## src/rtl/bemb_pkg.sv

```systemverilog
// Shared types, codes and step tables of the braille emboss sequencer.
package bemb_pkg;

  typedef enum logic [3:0] {
    PH_IDLE         = 4'd0,
    PH_LINE_BEGIN   = 4'd1,
    PH_MARGIN       = 4'd2,
    PH_BIT          = 4'd3,
    PH_STRIKE_HIGH  = 4'd4,
    PH_STRIKE_LOW   = 4'd5,
    PH_GAP          = 4'd6,
    PH_RETURN_CHECK = 4'd7,
    PH_RETURN_MOVE  = 4'd8,
    PH_FEED         = 4'd9,
    PH_HOME_CHECK   = 4'd10,
    PH_HOME_MOVE    = 4'd11
  } phase_t;

  typedef enum logic [1:0] {
    SEL_CAR_RIGHT = 2'd0,
    SEL_CAR_LEFT  = 2'd1,
    SEL_ROLL_UP   = 2'd2,
    SEL_ROLL_DOWN = 2'd3
  } move_sel_t;

  typedef enum logic [1:0] {
    ACT_TICK  = 2'd0,
    ACT_LOAD  = 2'd1,
    ACT_START = 2'd2,
    ACT_HOME  = 2'd3
  } action_t;

  localparam int CFG_IDX_W  = 3;
  localparam int CFG_DATA_W = 16;

  localparam logic [CFG_IDX_W-1:0] CFG_STEP_TICKS   = 3'd0;
  localparam logic [CFG_IDX_W-1:0] CFG_STRIKE_TICKS = 3'd1;
  localparam logic [CFG_IDX_W-1:0] CFG_MARGIN_STEPS = 3'd2;
  localparam logic [CFG_IDX_W-1:0] CFG_NARROW_GAP   = 3'd3;
  localparam logic [CFG_IDX_W-1:0] CFG_WIDE_GAP     = 3'd4;
  localparam logic [CFG_IDX_W-1:0] CFG_LINE_FEED    = 3'd5;
  localparam logic [CFG_IDX_W-1:0] CFG_ROW_FEED     = 3'd6;

  localparam logic [15:0] RST_STEP_TICKS   = 16'd50;
  localparam logic [15:0] RST_STRIKE_TICKS = 16'd100;
  localparam logic [7:0]  RST_MARGIN_STEPS = 8'd15;
  localparam logic [7:0]  RST_NARROW_GAP   = 8'd3;
  localparam logic [7:0]  RST_WIDE_GAP     = 8'd6;
  localparam logic [7:0]  RST_LINE_FEED    = 8'd40;
  localparam logic [7:0]  RST_ROW_FEED     = 8'd70;

  localparam logic [2:0] LAST_BIT = 3'd7;

  // half-step patterns, both nibbles carry the same coil code
  function automatic logic [7:0] step_fwd(input logic [2:0] idx);
    logic [7:0] v;
    unique case (idx)
      3'd0: v = 8'h77;
      3'd1: v = 8'h33;
      3'd2: v = 8'hbb;
      3'd3: v = 8'h99;
      3'd4: v = 8'hdd;
      3'd5: v = 8'hcc;
      3'd6: v = 8'hee;
      3'd7: v = 8'h66;
      default: v = 8'h00;
    endcase
    return v;
  endfunction

  function automatic logic [7:0] step_rev(input logic [2:0] idx);
    return step_fwd(3'd7 - idx);
  endfunction

  // Put one half-step entry on the carriage (low) or roller (high) nibble.
  function automatic logic [7:0] apply_step(input logic [7:0] port,
                                            input move_sel_t sel,
                                            input logic [2:0] idx);
    logic [7:0] v;
    logic [7:0] res;
    if (sel == SEL_CAR_RIGHT || sel == SEL_ROLL_DOWN) begin
      v = step_rev(idx);
    end else begin
      v = step_fwd(idx);
    end
    if (sel == SEL_CAR_RIGHT || sel == SEL_CAR_LEFT) begin
      res = {port[7:4], v[3:0]};
    end else begin
      res = {v[7:4], port[3:0]};
    end
    return res;
  endfunction

endpackage

```

## src/rtl/braille_emboss_sequencer.sv

```systemverilog
// Braille embosser sequencer: page store, motor/striker stepping, stream ports.
//
// Usage: the host sends beats on in_*; in_tuser is the action (tick, load page
// byte, start page, home carriage). Loads, start and home are taken only while
// no sequence runs; after start or home every tick beat advances the sequence
// by one tick. Each accepted beat gives exactly one result beat on out_* with
// the motor port, striker drive, busy and a one-beat done flag.
// Registers are written over cfg_* at any cycle (cfg_ready stays high) and
// should change only while the block is idle.
// A result passes through the input register and then the result register.
// Throughput: one beat per cycle while in_tready is high. A tick that runs
// through steps that take no tick time (zero-length moves, clear bits, sensor
// checks, motors off) takes an extra step-engine pass per step, with in_tready low.
// Page bytes are read from a small synchronous RAM addressed by a running
// byte position, so the byte is in the read register when a bit step needs it.
// Reset (rst_n low, synchronous) loads the register defaults, stops any
// sequence and clears the motor port; page bytes stay undefined until loaded.
// A stalled receiver holds the result register; the block then takes one more
// beat into its input register and stops with in_tready low.
module braille_emboss_sequencer #(
  parameter int BYTES_PER_LINE = 3,
  parameter int PAGE_LINES     = 9,
  parameter int PAGE_STORE     = 32
) (
  input  logic                              clk,
  input  logic                              rst_n,
  input  logic                              in_tvalid,
  output logic                              in_tready,
  // [4:0] byte_index, [12:5] byte_value, [13] carriage_away, [15:14] zero
  input  logic [15:0]                       in_tdata,
  // [1:0] action
  input  logic [1:0]                        in_tuser,
  output logic                              out_tvalid,
  input  logic                              out_tready,
  // [7:0] motor_port, [8] striker, [9] busy_res, [10] done_res, [15:11] zero
  output logic [15:0]                       out_tdata,
  input  logic                              cfg_valid,
  output logic                              cfg_ready,
  input  logic [bemb_pkg::CFG_IDX_W-1:0]    cfg_index,
  input  logic [bemb_pkg::CFG_DATA_W-1:0]   cfg_data
);
  import bemb_pkg::*;

  localparam int LW = $clog2(PAGE_LINES + 1);
  localparam int BW = $clog2(BYTES_PER_LINE + 1);
  localparam int AW = $clog2(PAGE_STORE);

  // configuration
  logic [15:0] step_ticks_r, strike_ticks_r;
  logic [7:0]  margin_r, narrow_r, wide_r, line_feed_r, row_feed_r;

  // input register
  logic        pend_r;
  action_t     act_r;
  logic [4:0]  bidx_r;
  logic [7:0]  bval_r;
  logic        away_r;

  // output register
  logic        out_valid_r;
  logic [10:0] out_data_r;

  // sequencer state
  phase_t      phase_r, phase_nxt;
  logic [7:0]  port_r, port_nxt;
  logic        strike_r, strike_nxt;
  logic [LW-1:0] line_r, line_nxt;
  logic [1:0]  grp_r, grp_nxt;
  logic [BW-1:0] byte_r, byte_nxt;
  logic [2:0]  bit_r, bit_nxt;
  logic [AW-1:0] pos_r, pos_nxt;
  logic [7:0]  cyc_r, cyc_nxt;
  logic [2:0]  hsi_r, hsi_nxt;
  logic [15:0] tick_r, tick_nxt;
  move_sel_t   sel_r, sel_nxt;

  logic [7:0]  page_mem [PAGE_STORE];
  logic [7:0]  rd_r;

  // step engine results
  logic        run;
  logic        consumed;
  logic        step_final;
  logic        mem_we;
  logic        done_s;
  logic        out_free;
  logic        adv_en;
  logic        in_acc;

  // helpers
  logic [15:0] hold_step, hold_strike;
  logic [2:0]  hsi_inc;
  logic [7:0]  cyc_dec;
  logic        cm_go;
  logic [15:0] cm_tick;
  logic [2:0]  cm_hsi;
  logic [7:0]  cm_cyc;
  logic [7:0]  cm_port;
  logic [7:0]  gap_n;
  logic [BW-1:0] byte_inc;
  logic [LW-1:0] line_inc;
  logic        mv_req;
  logic [7:0]  mv_n;
  move_sel_t   mv_sel;
  logic [7:0]  mv_base;
  logic        do_gap, do_after_gap, do_after_feed;

  assign cfg_ready = 1'b1;

  // next state of the sequencer, one step per cycle while adv_en is set
  always_comb begin
    hold_step   = (step_ticks_r == 16'd0) ? 16'd0 : step_ticks_r - 16'd1;
    hold_strike = (strike_ticks_r == 16'd0) ? 16'd0 : strike_ticks_r - 16'd1;
    hsi_inc     = hsi_r + 3'd1;
    cyc_dec     = (cyc_r != 8'd0) ? cyc_r - 8'd1 : cyc_r;
    gap_n       = bit_r[0] ? narrow_r : wide_r;
    byte_inc    = byte_r + BW'(1);
    line_inc    = line_r + LW'(1);

    // continue the running move
    cm_go   = 1'b1;
    cm_tick = tick_r;
    cm_hsi  = hsi_r;
    cm_cyc  = cyc_r;
    cm_port = port_r;
    if (tick_r != 16'd0) begin
      cm_tick = tick_r - 16'd1;
    end else if (hsi_inc == 3'd0 && cyc_dec == 8'd0) begin
      cm_go  = 1'b0;
      cm_hsi = hsi_inc;
      cm_cyc = cyc_dec;
    end else begin
      cm_hsi  = hsi_inc;
      cm_cyc  = (hsi_inc == 3'd0) ? cyc_dec : cyc_r;
      cm_port = apply_step(port_r, sel_r, hsi_inc);
      cm_tick = hold_step;
    end

    phase_nxt  = phase_r;
    port_nxt   = port_r;
    strike_nxt = strike_r;
    line_nxt   = line_r;
    grp_nxt    = grp_r;
    byte_nxt   = byte_r;
    bit_nxt    = bit_r;
    pos_nxt    = pos_r;
    cyc_nxt    = cyc_r;
    hsi_nxt    = hsi_r;
    tick_nxt   = tick_r;
    sel_nxt    = sel_r;

    consumed      = 1'b0;
    mem_we        = 1'b0;
    mv_req        = 1'b0;
    mv_n          = 8'd0;
    mv_sel        = SEL_CAR_RIGHT;
    mv_base       = port_r;
    do_gap        = 1'b0;
    do_after_gap  = 1'b0;
    do_after_feed = 1'b0;

    run = pend_r && act_r == ACT_TICK && phase_r != PH_IDLE;

    if (pend_r && phase_r == PH_IDLE) begin
      unique case (act_r)
        ACT_LOAD: begin
          mem_we = int'(bidx_r) < PAGE_STORE;
        end
        ACT_START: begin
          line_nxt  = '0;
          grp_nxt   = 2'd0;
          byte_nxt  = '0;
          bit_nxt   = LAST_BIT;
          pos_nxt   = '0;
          phase_nxt = PH_LINE_BEGIN;
        end
        ACT_HOME: begin
          phase_nxt = PH_HOME_CHECK;
        end
        ACT_TICK: begin
        end
        default: begin
        end
      endcase
    end

    if (run) begin
      unique case (phase_r)
        PH_LINE_BEGIN: begin
          port_nxt = 8'd0;
          byte_nxt = '0;
          bit_nxt  = LAST_BIT;
          if (margin_r != 8'd0) begin
            mv_req    = 1'b1;
            mv_n      = margin_r;
            mv_sel    = SEL_CAR_RIGHT;
            mv_base   = 8'd0;
            phase_nxt = PH_MARGIN;
          end else begin
            phase_nxt = PH_BIT;
          end
        end
        PH_MARGIN: begin
          tick_nxt = cm_tick;
          hsi_nxt  = cm_hsi;
          cyc_nxt  = cm_cyc;
          port_nxt = cm_port;
          consumed = cm_go;
          if (!cm_go) begin
            phase_nxt = PH_BIT;
          end
        end
        PH_BIT: begin
          if (rd_r[bit_r]) begin
            strike_nxt = 1'b1;
            tick_nxt   = hold_strike;
            phase_nxt  = PH_STRIKE_HIGH;
            consumed   = 1'b1;
          end else begin
            do_gap = 1'b1;
          end
        end
        PH_STRIKE_HIGH: begin
          consumed = 1'b1;
          if (tick_r != 16'd0) begin
            tick_nxt = tick_r - 16'd1;
          end else begin
            strike_nxt = 1'b0;
            tick_nxt   = hold_strike;
            phase_nxt  = PH_STRIKE_LOW;
          end
        end
        PH_STRIKE_LOW: begin
          if (tick_r != 16'd0) begin
            tick_nxt = tick_r - 16'd1;
            consumed = 1'b1;
          end else begin
            do_gap = 1'b1;
          end
        end
        PH_GAP: begin
          tick_nxt     = cm_tick;
          hsi_nxt      = cm_hsi;
          cyc_nxt      = cm_cyc;
          port_nxt     = cm_port;
          consumed     = cm_go;
          do_after_gap = !cm_go;
        end
        PH_RETURN_CHECK: begin
          if (away_r) begin
            mv_req    = 1'b1;
            mv_n      = 8'd1;
            mv_sel    = SEL_CAR_LEFT;
            phase_nxt = PH_RETURN_MOVE;
          end else begin
            port_nxt  = 8'd0;
            phase_nxt = PH_FEED;
            mv_n      = (grp_r == 2'd2) ? row_feed_r : line_feed_r;
            if (mv_n != 8'd0) begin
              mv_req  = 1'b1;
              mv_sel  = SEL_ROLL_UP;
              mv_base = 8'd0;
            end else begin
              do_after_feed = 1'b1;
            end
          end
        end
        PH_RETURN_MOVE: begin
          tick_nxt = cm_tick;
          hsi_nxt  = cm_hsi;
          cyc_nxt  = cm_cyc;
          port_nxt = cm_port;
          consumed = cm_go;
          if (!cm_go) begin
            phase_nxt = PH_RETURN_CHECK;
          end
        end
        PH_FEED: begin
          tick_nxt      = cm_tick;
          hsi_nxt       = cm_hsi;
          cyc_nxt       = cm_cyc;
          port_nxt      = cm_port;
          consumed      = cm_go;
          do_after_feed = !cm_go;
        end
        PH_HOME_CHECK: begin
          if (away_r) begin
            mv_req    = 1'b1;
            mv_n      = 8'd1;
            mv_sel    = SEL_CAR_LEFT;
            phase_nxt = PH_HOME_MOVE;
          end else begin
            phase_nxt = PH_IDLE;
          end
        end
        PH_HOME_MOVE: begin
          tick_nxt = cm_tick;
          hsi_nxt  = cm_hsi;
          cyc_nxt  = cm_cyc;
          port_nxt = cm_port;
          consumed = cm_go;
          if (!cm_go) begin
            phase_nxt = PH_HOME_CHECK;
          end
        end
        default: begin
          phase_nxt = PH_IDLE;
        end
      endcase

      // a gap after a bit, unless its length is zero
      if (do_gap) begin
        if (gap_n != 8'd0) begin
          mv_req    = 1'b1;
          mv_n      = gap_n;
          mv_sel    = SEL_CAR_RIGHT;
          phase_nxt = PH_GAP;
        end else begin
          do_after_gap = 1'b1;
        end
      end

      if (mv_req) begin
        cyc_nxt  = mv_n;
        hsi_nxt  = 3'd0;
        sel_nxt  = mv_sel;
        port_nxt = apply_step(mv_base, mv_sel, 3'd0);
        tick_nxt = hold_step;
        consumed = 1'b1;
      end

      if (do_after_gap) begin
        if (bit_r != 3'd0) begin
          bit_nxt   = bit_r - 3'd1;
          phase_nxt = PH_BIT;
        end else begin
          byte_nxt = byte_inc;
          pos_nxt  = (pos_r == AW'(PAGE_STORE - 1)) ? '0 : pos_r + AW'(1);
          if (byte_inc >= BW'(BYTES_PER_LINE)) begin
            phase_nxt = PH_RETURN_CHECK;
          end else begin
            bit_nxt   = LAST_BIT;
            phase_nxt = PH_BIT;
          end
        end
      end

      if (do_after_feed) begin
        line_nxt = line_inc;
        grp_nxt  = (grp_r == 2'd2) ? 2'd0 : grp_r + 2'd1;
        if (line_inc >= LW'(PAGE_LINES)) begin
          port_nxt  = 8'd0;
          phase_nxt = PH_IDLE;
        end else begin
          phase_nxt = PH_LINE_BEGIN;
        end
      end
    end
  end

  // handshake and result side
  always_comb begin
    step_final = !run || consumed || phase_nxt == PH_IDLE;
    done_s     = run && phase_nxt == PH_IDLE;
    out_free   = !out_valid_r || out_tready;
    adv_en     = pend_r && (!step_final || out_free);
    in_tready  = !pend_r || (step_final && out_free);
    in_acc     = in_tvalid && in_tready;
    out_tvalid = out_valid_r;
    out_tdata  = {5'd0, out_data_r};
  end

  always_ff @(posedge clk) begin
    if (!rst_n) begin
      step_ticks_r   <= RST_STEP_TICKS;
      strike_ticks_r <= RST_STRIKE_TICKS;
      margin_r       <= RST_MARGIN_STEPS;
      narrow_r       <= RST_NARROW_GAP;
      wide_r         <= RST_WIDE_GAP;
      line_feed_r    <= RST_LINE_FEED;
      row_feed_r     <= RST_ROW_FEED;
    end else if (cfg_valid) begin
      case (cfg_index)
        CFG_STEP_TICKS:   step_ticks_r   <= cfg_data;
        CFG_STRIKE_TICKS: strike_ticks_r <= cfg_data;
        CFG_MARGIN_STEPS: margin_r       <= cfg_data[7:0];
        CFG_NARROW_GAP:   narrow_r       <= cfg_data[7:0];
        CFG_WIDE_GAP:     wide_r         <= cfg_data[7:0];
        CFG_LINE_FEED:    line_feed_r    <= cfg_data[7:0];
        CFG_ROW_FEED:     row_feed_r     <= cfg_data[7:0];
        default: begin
        end
      endcase
    end
  end

  always_ff @(posedge clk) begin
    if (!rst_n) begin
      pend_r      <= 1'b0;
      out_valid_r <= 1'b0;
      phase_r     <= PH_IDLE;
      port_r      <= 8'd0;
      strike_r    <= 1'b0;
      line_r      <= '0;
      grp_r       <= 2'd0;
      byte_r      <= '0;
      bit_r       <= LAST_BIT;
      pos_r       <= '0;
      cyc_r       <= 8'd0;
      hsi_r       <= 3'd0;
      tick_r      <= 16'd0;
      sel_r       <= SEL_CAR_RIGHT;
    end else begin
      if (in_acc) begin
        pend_r <= 1'b1;
      end else if (adv_en && step_final) begin
        pend_r <= 1'b0;
      end
      if (adv_en && step_final) begin
        out_valid_r <= 1'b1;
      end else if (out_tready) begin
        out_valid_r <= 1'b0;
      end
      if (adv_en) begin
        phase_r  <= phase_nxt;
        port_r   <= port_nxt;
        strike_r <= strike_nxt;
        line_r   <= line_nxt;
        grp_r    <= grp_nxt;
        byte_r   <= byte_nxt;
        bit_r    <= bit_nxt;
        pos_r    <= pos_nxt;
        cyc_r    <= cyc_nxt;
        hsi_r    <= hsi_nxt;
        tick_r   <= tick_nxt;
        sel_r    <= sel_nxt;
      end
    end
  end

  // payload registers
  always_ff @(posedge clk) begin
    if (in_acc) begin
      act_r  <= action_t'(in_tuser);
      bidx_r <= in_tdata[4:0];
      bval_r <= in_tdata[12:5];
      away_r <= in_tdata[13];
    end
    if (adv_en && step_final) begin
      out_data_r <= {done_s, phase_nxt != PH_IDLE, strike_nxt, port_nxt};
    end
  end

  // page store; the read register loads from the next byte position, so it updates along with pos_r
  always_ff @(posedge clk) begin
    if (adv_en && mem_we) begin
      page_mem[AW'(bidx_r)] <= bval_r;
    end
    rd_r <= page_mem[adv_en ? pos_nxt : pos_r];
  end

endmodule
```

## config.mk

```make
export PLATFORM = sky130hd
export DESIGN_NAME = braille_emboss_sequencer
export DESIGN_NICKNAME = d
export VERILOG_FILES = /design/src/rtl/bemb_pkg.sv /design/src/rtl/braille_emboss_sequencer.sv
export SDC_FILE = /design/constraint.sdc
export NUM_CORES = 1
export LEC_CHECK = 0
export BUFFER_PORTS_ARGS = -buffer_cell sky130_fd_sc_hd__buf_2
export CAP_MARGIN = 5
export CORE_MARGIN = 5
export CORE_UTILIZATION = 26
export CTS_CLUSTER_SIZE = 20
export DETAILED_ROUTE_END_ITERATION = 6
export SYNTH_ARGS = -nofsm -noshare
export SYNTH_HDL_FRONTEND = slang
export SYNTH_SLANG_ARGS = --single-unit
```

## constraint.sdc

```tcl
create_clock -name clk -period 5.1 [get_ports clk]
set_input_delay 0.51 -clock clk [delete_from_list [all_inputs] [get_ports clk]]
set_output_delay 0.51 -clock clk [all_outputs]
set_load 0.02 [all_outputs]
```

==> Word-level counts from Yosys, hierarchy flattened <==
Memory sizes are Yosys's and may differ from the RTL's. A register that Yosys moved wholly into a read port is not among the register bits.
Cells that the tools add are included.
{ "op_classes": {"addsub": 11, "magnitude_cmp": 3, "n_eq_ne": 30, "mux": 138, "n_reduce_logical": 60} }
{ "op_table": {"columns": ["cell", "count"], "rows": [
  ["$mux 8", 25],
  ["$mux 16", 8],
  ["$mux 4", 16],
  ["$pmux 16 s4", 1],
  ["$pmux 8 s3", 2],
  ["$sub 16x1->16 const B", 3],
  ["$mux 1", 40],
  ["$mux 5", 8],
  ["$mux 3", 12],
  ["$pmux 4 s9", 1],
  ["$logic_not 16->1", 2],
  ["$mux 2", 16],
  ["$reduce_bool 8->1", 4],
  ["$eq 4x3->1 const B", 4],
  ["$eq 4x4->1 const B", 4],
  ["$pmux 8 s2", 1],
  ["$reduce_bool 16->1", 1],
  ["$reduce_and 2->1", 7],
  ["$eq 2x2->1 const B", 5],
  ["$logic_and 1x1->1", 10],
  ["$eq 3x3->1 const B", 3],
  ["$logic_or 1x1->1", 9],
  ["$eq 4x2->1 const B", 2],
  ["$logic_not 4->1", 2],
  ["other kinds (38)", 56]
]} }
{ "totals": {"ff_bits": 159, "ramBits": 256, "mem_bits_ro": 128, "in_bits": 42, "out_inout_bits": 19, "word_cells": 271, "memories": 3} }
{ "memory_table": {"columns": ["memory", "words", "width", "rd", "rd_clocked_by_memory_dff", "write_ports", "line", "rtl"], "rows": [
  ["page_mem", 32, 8, 1, 1, 1, "braille_emboss_sequencer.sv:77", "logic [7:0] page_mem [PAGE_STORE];"],
  ["(no name shown)", 8, 8, 1, 0, 0, "bemb_pkg.sv:57", "unique case (idx)"],
  ["(no name shown)", 8, 8, 1, 0, 0, "bemb_pkg.sv:57", null]
]} }

==> Longest topological paths before layout <==
{ "logic_depth": {"depth_word": 22, "ltp_mapped": 18, "depth_no_buf": 14} }

==> Worst setup path after synthesis <==
Ideal clock, no wire load.
{ "synth_timing": {"kind": "reg-to-reg", "startpoint": "reg cyc_r[0]", "endpoint": "reg act_r[0], enable pin", "setup_time_ns": 0.374, "t_arrival_ns": 3.964, "required_time_ns": 4.726, "path_slack_ns": 0.762, "path_stages_with_launch": 14, "path_buffers": 1, "period_less_slack_ns": 4.338, "path_cell_list": "dfxtp_1 buf_6 inv_1 ha_1 or3b_1 a2bb2oi_1 a2111oi_4 a41oi_1 o2111ai_1 o211ai_1 or3_1 and3_1 o21ai_0 and2_1"} }
{ "synth_via": {"elab_chain_cells": 19, "word_cells_on_any_way": 32, "classes_between": "add/sub (1); mux (21); reduce/logical (10)"} }
{ "synth_rtl": {"columns": ["item", "line", "rtl"], "rows": [
  ["start: declaration", "braille_emboss_sequencer.sv:72", "logic [7:0] cyc_r, cyc_nxt;"],
  ["start signal: assignment", "braille_emboss_sequencer.sv:433", "cyc_r <= cyc_nxt;"],
  ["$sub 8x1->8 or $reduce_bool 8->1 (tied branches)", "braille_emboss_sequencer.sv:115", "cyc_dec = (cyc_r != 8'd0) ? cyc_r - 8'd1 : cyc_r;"],
  ["$mux 8 (*)", "braille_emboss_sequencer.sv:115", null],
  ["$logic_not 8->1 (*)", "braille_emboss_sequencer.sv:128", "end else if (hsi_inc == 3'd0 && cyc_dec == 8'd0) begin"],
  ["$logic_and 1x1->1 (*)", "braille_emboss_sequencer.sv:128", null],
  ["$mux 1 (*)", "braille_emboss_sequencer.sv:128", null],
  ["$mux 1 (*)", "braille_emboss_sequencer.sv:126", "if (tick_r != 16'd0) begin"],
  ["parallel branches: the longest is 9 deep, another holds $pmux 4 s9", null, null],
  ["$logic_or 1x1->1 (*)", "braille_emboss_sequencer.sv:363", "step_final = !run || consumed || phase_nxt == PH_IDLE;"],
  ["$logic_and 1x1->1 (*)", "braille_emboss_sequencer.sv:367", "in_tready = !pend_r || (step_final && out_free);"],
  ["$logic_or 1x1->1 (*)", "braille_emboss_sequencer.sv:367", null],
  ["via in_tready", "braille_emboss_sequencer.sv:28", "output logic in_tready,"],
  ["$logic_and 1x1->1 (*)", "braille_emboss_sequencer.sv:368", "in_acc = in_tvalid && in_tready;"],
  ["via in_acc", "braille_emboss_sequencer.sv:88", "logic in_acc;"],
  ["end signal: assignment", "braille_emboss_sequencer.sv:444", "act_r <= action_t'(in_tuser);"],
  ["end: declaration", "braille_emboss_sequencer.sv:54", "action_t act_r;"]
]} }
Mark *: on every way through the listed nets, which the timed path passes. The select of a mux whose other input is x is not followed.
A chain may end at the register's enable or synchronous reset.

==> Worst setup path after layout <==
{ "layout_timing": {"startpoint": "reg cyc_r[1]", "endpoint": "out in_tready"} }
{ "layout_via": {"elab_chain_cells": 18, "word_cells_on_any_way": 31, "classes_between": "add/sub (1); mux (21); reduce/logical (9)"} }
{ "layout_rtl": {"columns": ["item", "line"], "rows": [
  ["$sub 8x1->8 or $reduce_bool 8->1 (tied branches)", "braille_emboss_sequencer.sv:115"],
  ["$mux 8 (*)", "braille_emboss_sequencer.sv:115"],
  ["$logic_not 8->1 (*)", "braille_emboss_sequencer.sv:128"],
  ["$logic_and 1x1->1 (*)", "braille_emboss_sequencer.sv:128"],
  ["$mux 1 (*)", "braille_emboss_sequencer.sv:128"],
  ["$mux 1 (*)", "braille_emboss_sequencer.sv:126"],
  ["parallel branches: the longest is 9 deep, another holds $pmux 4 s9", null],
  ["$logic_or 1x1->1 (*)", "braille_emboss_sequencer.sv:363"],
  ["$logic_and 1x1->1 (*)", "braille_emboss_sequencer.sv:367"],
  ["$logic_or 1x1->1 (*)", "braille_emboss_sequencer.sv:367"],
  ["end: declaration", "braille_emboss_sequencer.sv:28"]
]} }
Every way passes the cells marked *. The select of a mux whose other input is x is not followed.

==> run metrics <==
total CTS buffers 43; WL final 50700 µm; antenna violations before repair 3; Final Cycle Share 95.75%; Synth area leaders edfxtp_1 43%, dfxtp_1 14%, mux2_2 5.5%, nand2_1 4.5%, a21oi_1 3.3%; number of fill cells 7730; TritonCTS clock tree yes; I/O pin cnt 61; Rows 101; setup TNS 0 ps; Final WS setup 216.8 ps; Worst Setup Path Type reg2out; Synth Instances 1795; Storage cell area 11300 µm²; post-CTS setup buffer count 0; most common library cells after synthesis 283 x edfxtp_1, 240 x nand2_1, 159 x nor2_1; run status finished clean; vias per std cell 4.945; Worst Hold End bval_r[5]$_DFFE_PP_; RD Place Congestion 0.8823; final net count 1895; worst-case reg-to-reg path depth 15; Clock Sinks 423; Chip Width 286.4 µm; power density over cell area 309.7 nW/µm²; reg2reg start cyc_r[1]$_SDFFE_PN0P_; Worst Hold Launch in_tdata[10]; LEAKAGE 7.786 nW; Pre-antenna DRT Iters 6; number of global-route vias before repair 13904; Worst Tran Pin Value 1209 ps; ys async rst share 0%; clock skew 13.67 ps; fmax 204.8 MHz; number of remaining DRC errors 0; yosys warns 0; Avg Inst Size Synth 11.06 µm²; H-tree depth 2; Post-synth EDFFs 283; dpl hpwl 34840 µm; CP top delay family compound AO/OA/AOI/OAI gates; Setup crit start cyc_r[1]$_SDFFE_PN0P_; Worst path max stage delay 510 ps; fin crit period 4883 ps; R2R Path End rd_r[0]$_DFF_P_; slowest CP cell a2111oi_4; flop2flop setup slack 350 ps; CP Max Fanout 6; worst path required time 4590 ps; area share of the largest cell type after synthesis 42.79%; antenna viol nets, final 0; Final Setup Violations 0; DR iter-0 viols 996; Synth Register Bits 423; hold depth 1; largest net degree at the start of global routing 58; Multi-input gate area 8000 µm²; Port Buffers 52; Initial Util 26.19%; Root Driver clkbuf_16; CP Buf/Inv Count 3; worst-skew pair later-pin latency 570 ps; Worst Hold Class in2reg; Cell Chain, Critical Path inv_1, ha_1, or3b_1, a2bb2oi_1, a2111oi_4, buf_4, a41oi_1, o2111ai_2, o211ai_1, or3_1, and3_1, o21ai_1, buf_2; maximum VDD drop 216.9 µV; GRT Total Usage 11.87%; max_slew headroom 19.13%; area grow syn2layout 13.52%; Max Slew Vio Count 0; Worst Setup End Kind output port; worst slack, placed 410.6 ps; Clock transition at path regs 60 ps; most frequent cell after synthesis edfxtp_1; Cell Area, Synth 19860 µm²; die footprint 82020 µm²; share of layout cells above drive strength 1 15.85%; Final Hold Vio Count 0; GRT Residual Overflow 0; Power, Total 6.983 mW; synth unique cells 91; post-synthesis sequential area ratio 56.90%; RSZ-0062 raised after global routing no; worst hold margin 115.0 ps; core area 75820 µm²; first-pass GRT wire length 78270 µm; largest area contributor in the netlist edfxtp_1; die height 286.4 µm; via count 14074; CP startpoint kind flop; main flop type after synthesis edfxtp_1; routed len/inst 17.81 µm; Arr. time, crit path 4370 ps; maxcap violations 0; Bufs on Longest Clock Path 3
-- report_power, final --
group / total (mW) / internal, mW / switching [mW]
sequential: 3.75 / 3.69 / 0.0545
combinational: 0.201 / 0.0624 / 0.139
clock: 3.04 / 1.71 / 1.33
total: 6.98 / 5.46 / 1.52
-- layout by cell type (no fill, tap or decap), drive strengths merged, types with 5 or more instances in the layout --
master / instances
xor2: 15
a22o: 5
mux2: 100
xnor2: 30
o21a: 6
dfxtp: 140
o21ai: 42
or4: 5
nor3: 30
o221ai: 9
inv: 34
nand2b: 25
nor2: 166
nor4: 27
and2: 6
edfxtp: 283
clkbuf: 55
a21o: 5
nor2b: 24
or3: 5
o22ai: 22
a211o: 5
nor3b: 6
a32oi: 7
o211ai: 8
and3: 22
a21oi: 135
nand3: 69
clkinv: 18
ha: 18
nand3b: 9
a211oi: 34
mux2i: 51
or2: 7
buf: 85
a22oi: 56
conb: 6
nand2: 240
-- final cells by class --
class / count / area share (%)
clock buffers: 55 / 5.289
clock inverters: 22 / 0.6548
flip-flops and latches: 423 / 50.12
multi-input cells: 1250 / 35.48
inverters: 32 / 0.5383
well taps: 978 / 5.427
diodes: 1 / 0.01110
repair buffers: 85 / 2.475
-- worst register-to-register path: stages (launching register included) --
cell and delay (ps):
dfxtp_1 370, inv_1 160, ha_1 190, or3b_1 470, a2bb2oi_1 210, a2111oi_4 510
nand4_1 300, a211oi_2 360, nor2_1 140, a211oi_4 300, buf_12 270, buf_12 240
mux2_2 360, a22oi_1 330, and3_1 290, a32oi_1 110
-- sequential cells by signal (all words and copies together) (netlist names), 4 cells and up --
signal,cells
rd_r,8
bidx_r,5
wide_r,8
out_data_r,11
line_feed_r,8
strike_ticks_r,16
row_feed_r,8
pos_r,5
tick_r,16
margin_r,8
narrow_r,8
bval_r,8
line_r,4
phase_r,4
step_ticks_r,16
port_r,8
page_mem,256
cyc_r,8
-- what timing repair did --
action,4_1_cts,5_1_grt
endpoints found under the setup margin,0,1
resized for setup,0,2
hold buffers,0,0
-- per-layer routing --
metal | global-route usage, % | up-vias | routed length, µm | share of wire (%)
met5 | 0 | - | 0 | 0
met3 | 1.867 | 97 | 2405 | 4.7
met4 | 3.418 | 0 | 1274 | 2.5
met2 | 20.81 | 372 | 25150 | 50
met1 | 15.19 | 6907 | 21860 | 43
li1 | - | 6698 | - | -
-- stage by stage --
stage          instances  instance area, µm²  util [%]
3_3_place_gp        2768               21200     27.96
3_5_place_dp        2768               21200     27.96
5_1_grt             2845               22540     29.73
2_1_floorplan       1799               19880         -
4_1_cts             2845               22540     29.72
6_report            2846               22550     29.74
-- worst max-delay path by stage --
stage,slack (ps),end,depth (start not counted)
2_1_floorplan,760,act_r[0]$_DFFE_PP_,13
3_3_place_gp,450,rd_r[0]$_DFF_P_,15
3_5_place_dp,410,rd_r[0]$_DFF_P_,15
4_1_cts,2,in_tready,13
5_1_grt,30,in_tready,13
6_report,220,in_tready,13
-- cells by family after synthesis --
family / share of synthesized area, %
XOR/XNOR: 1.984
buffers and inverters: 2.980
multiplexers: 8.240
adder cells (fa/ha/maj): 1.134
flip-flops: 56.90
other: 0.03781
AND/OR/NAND/NOR: 16.09
AO/OA/AOI/OAI: 12.64
Note: power is estimated with default switching activity, not from simulation.
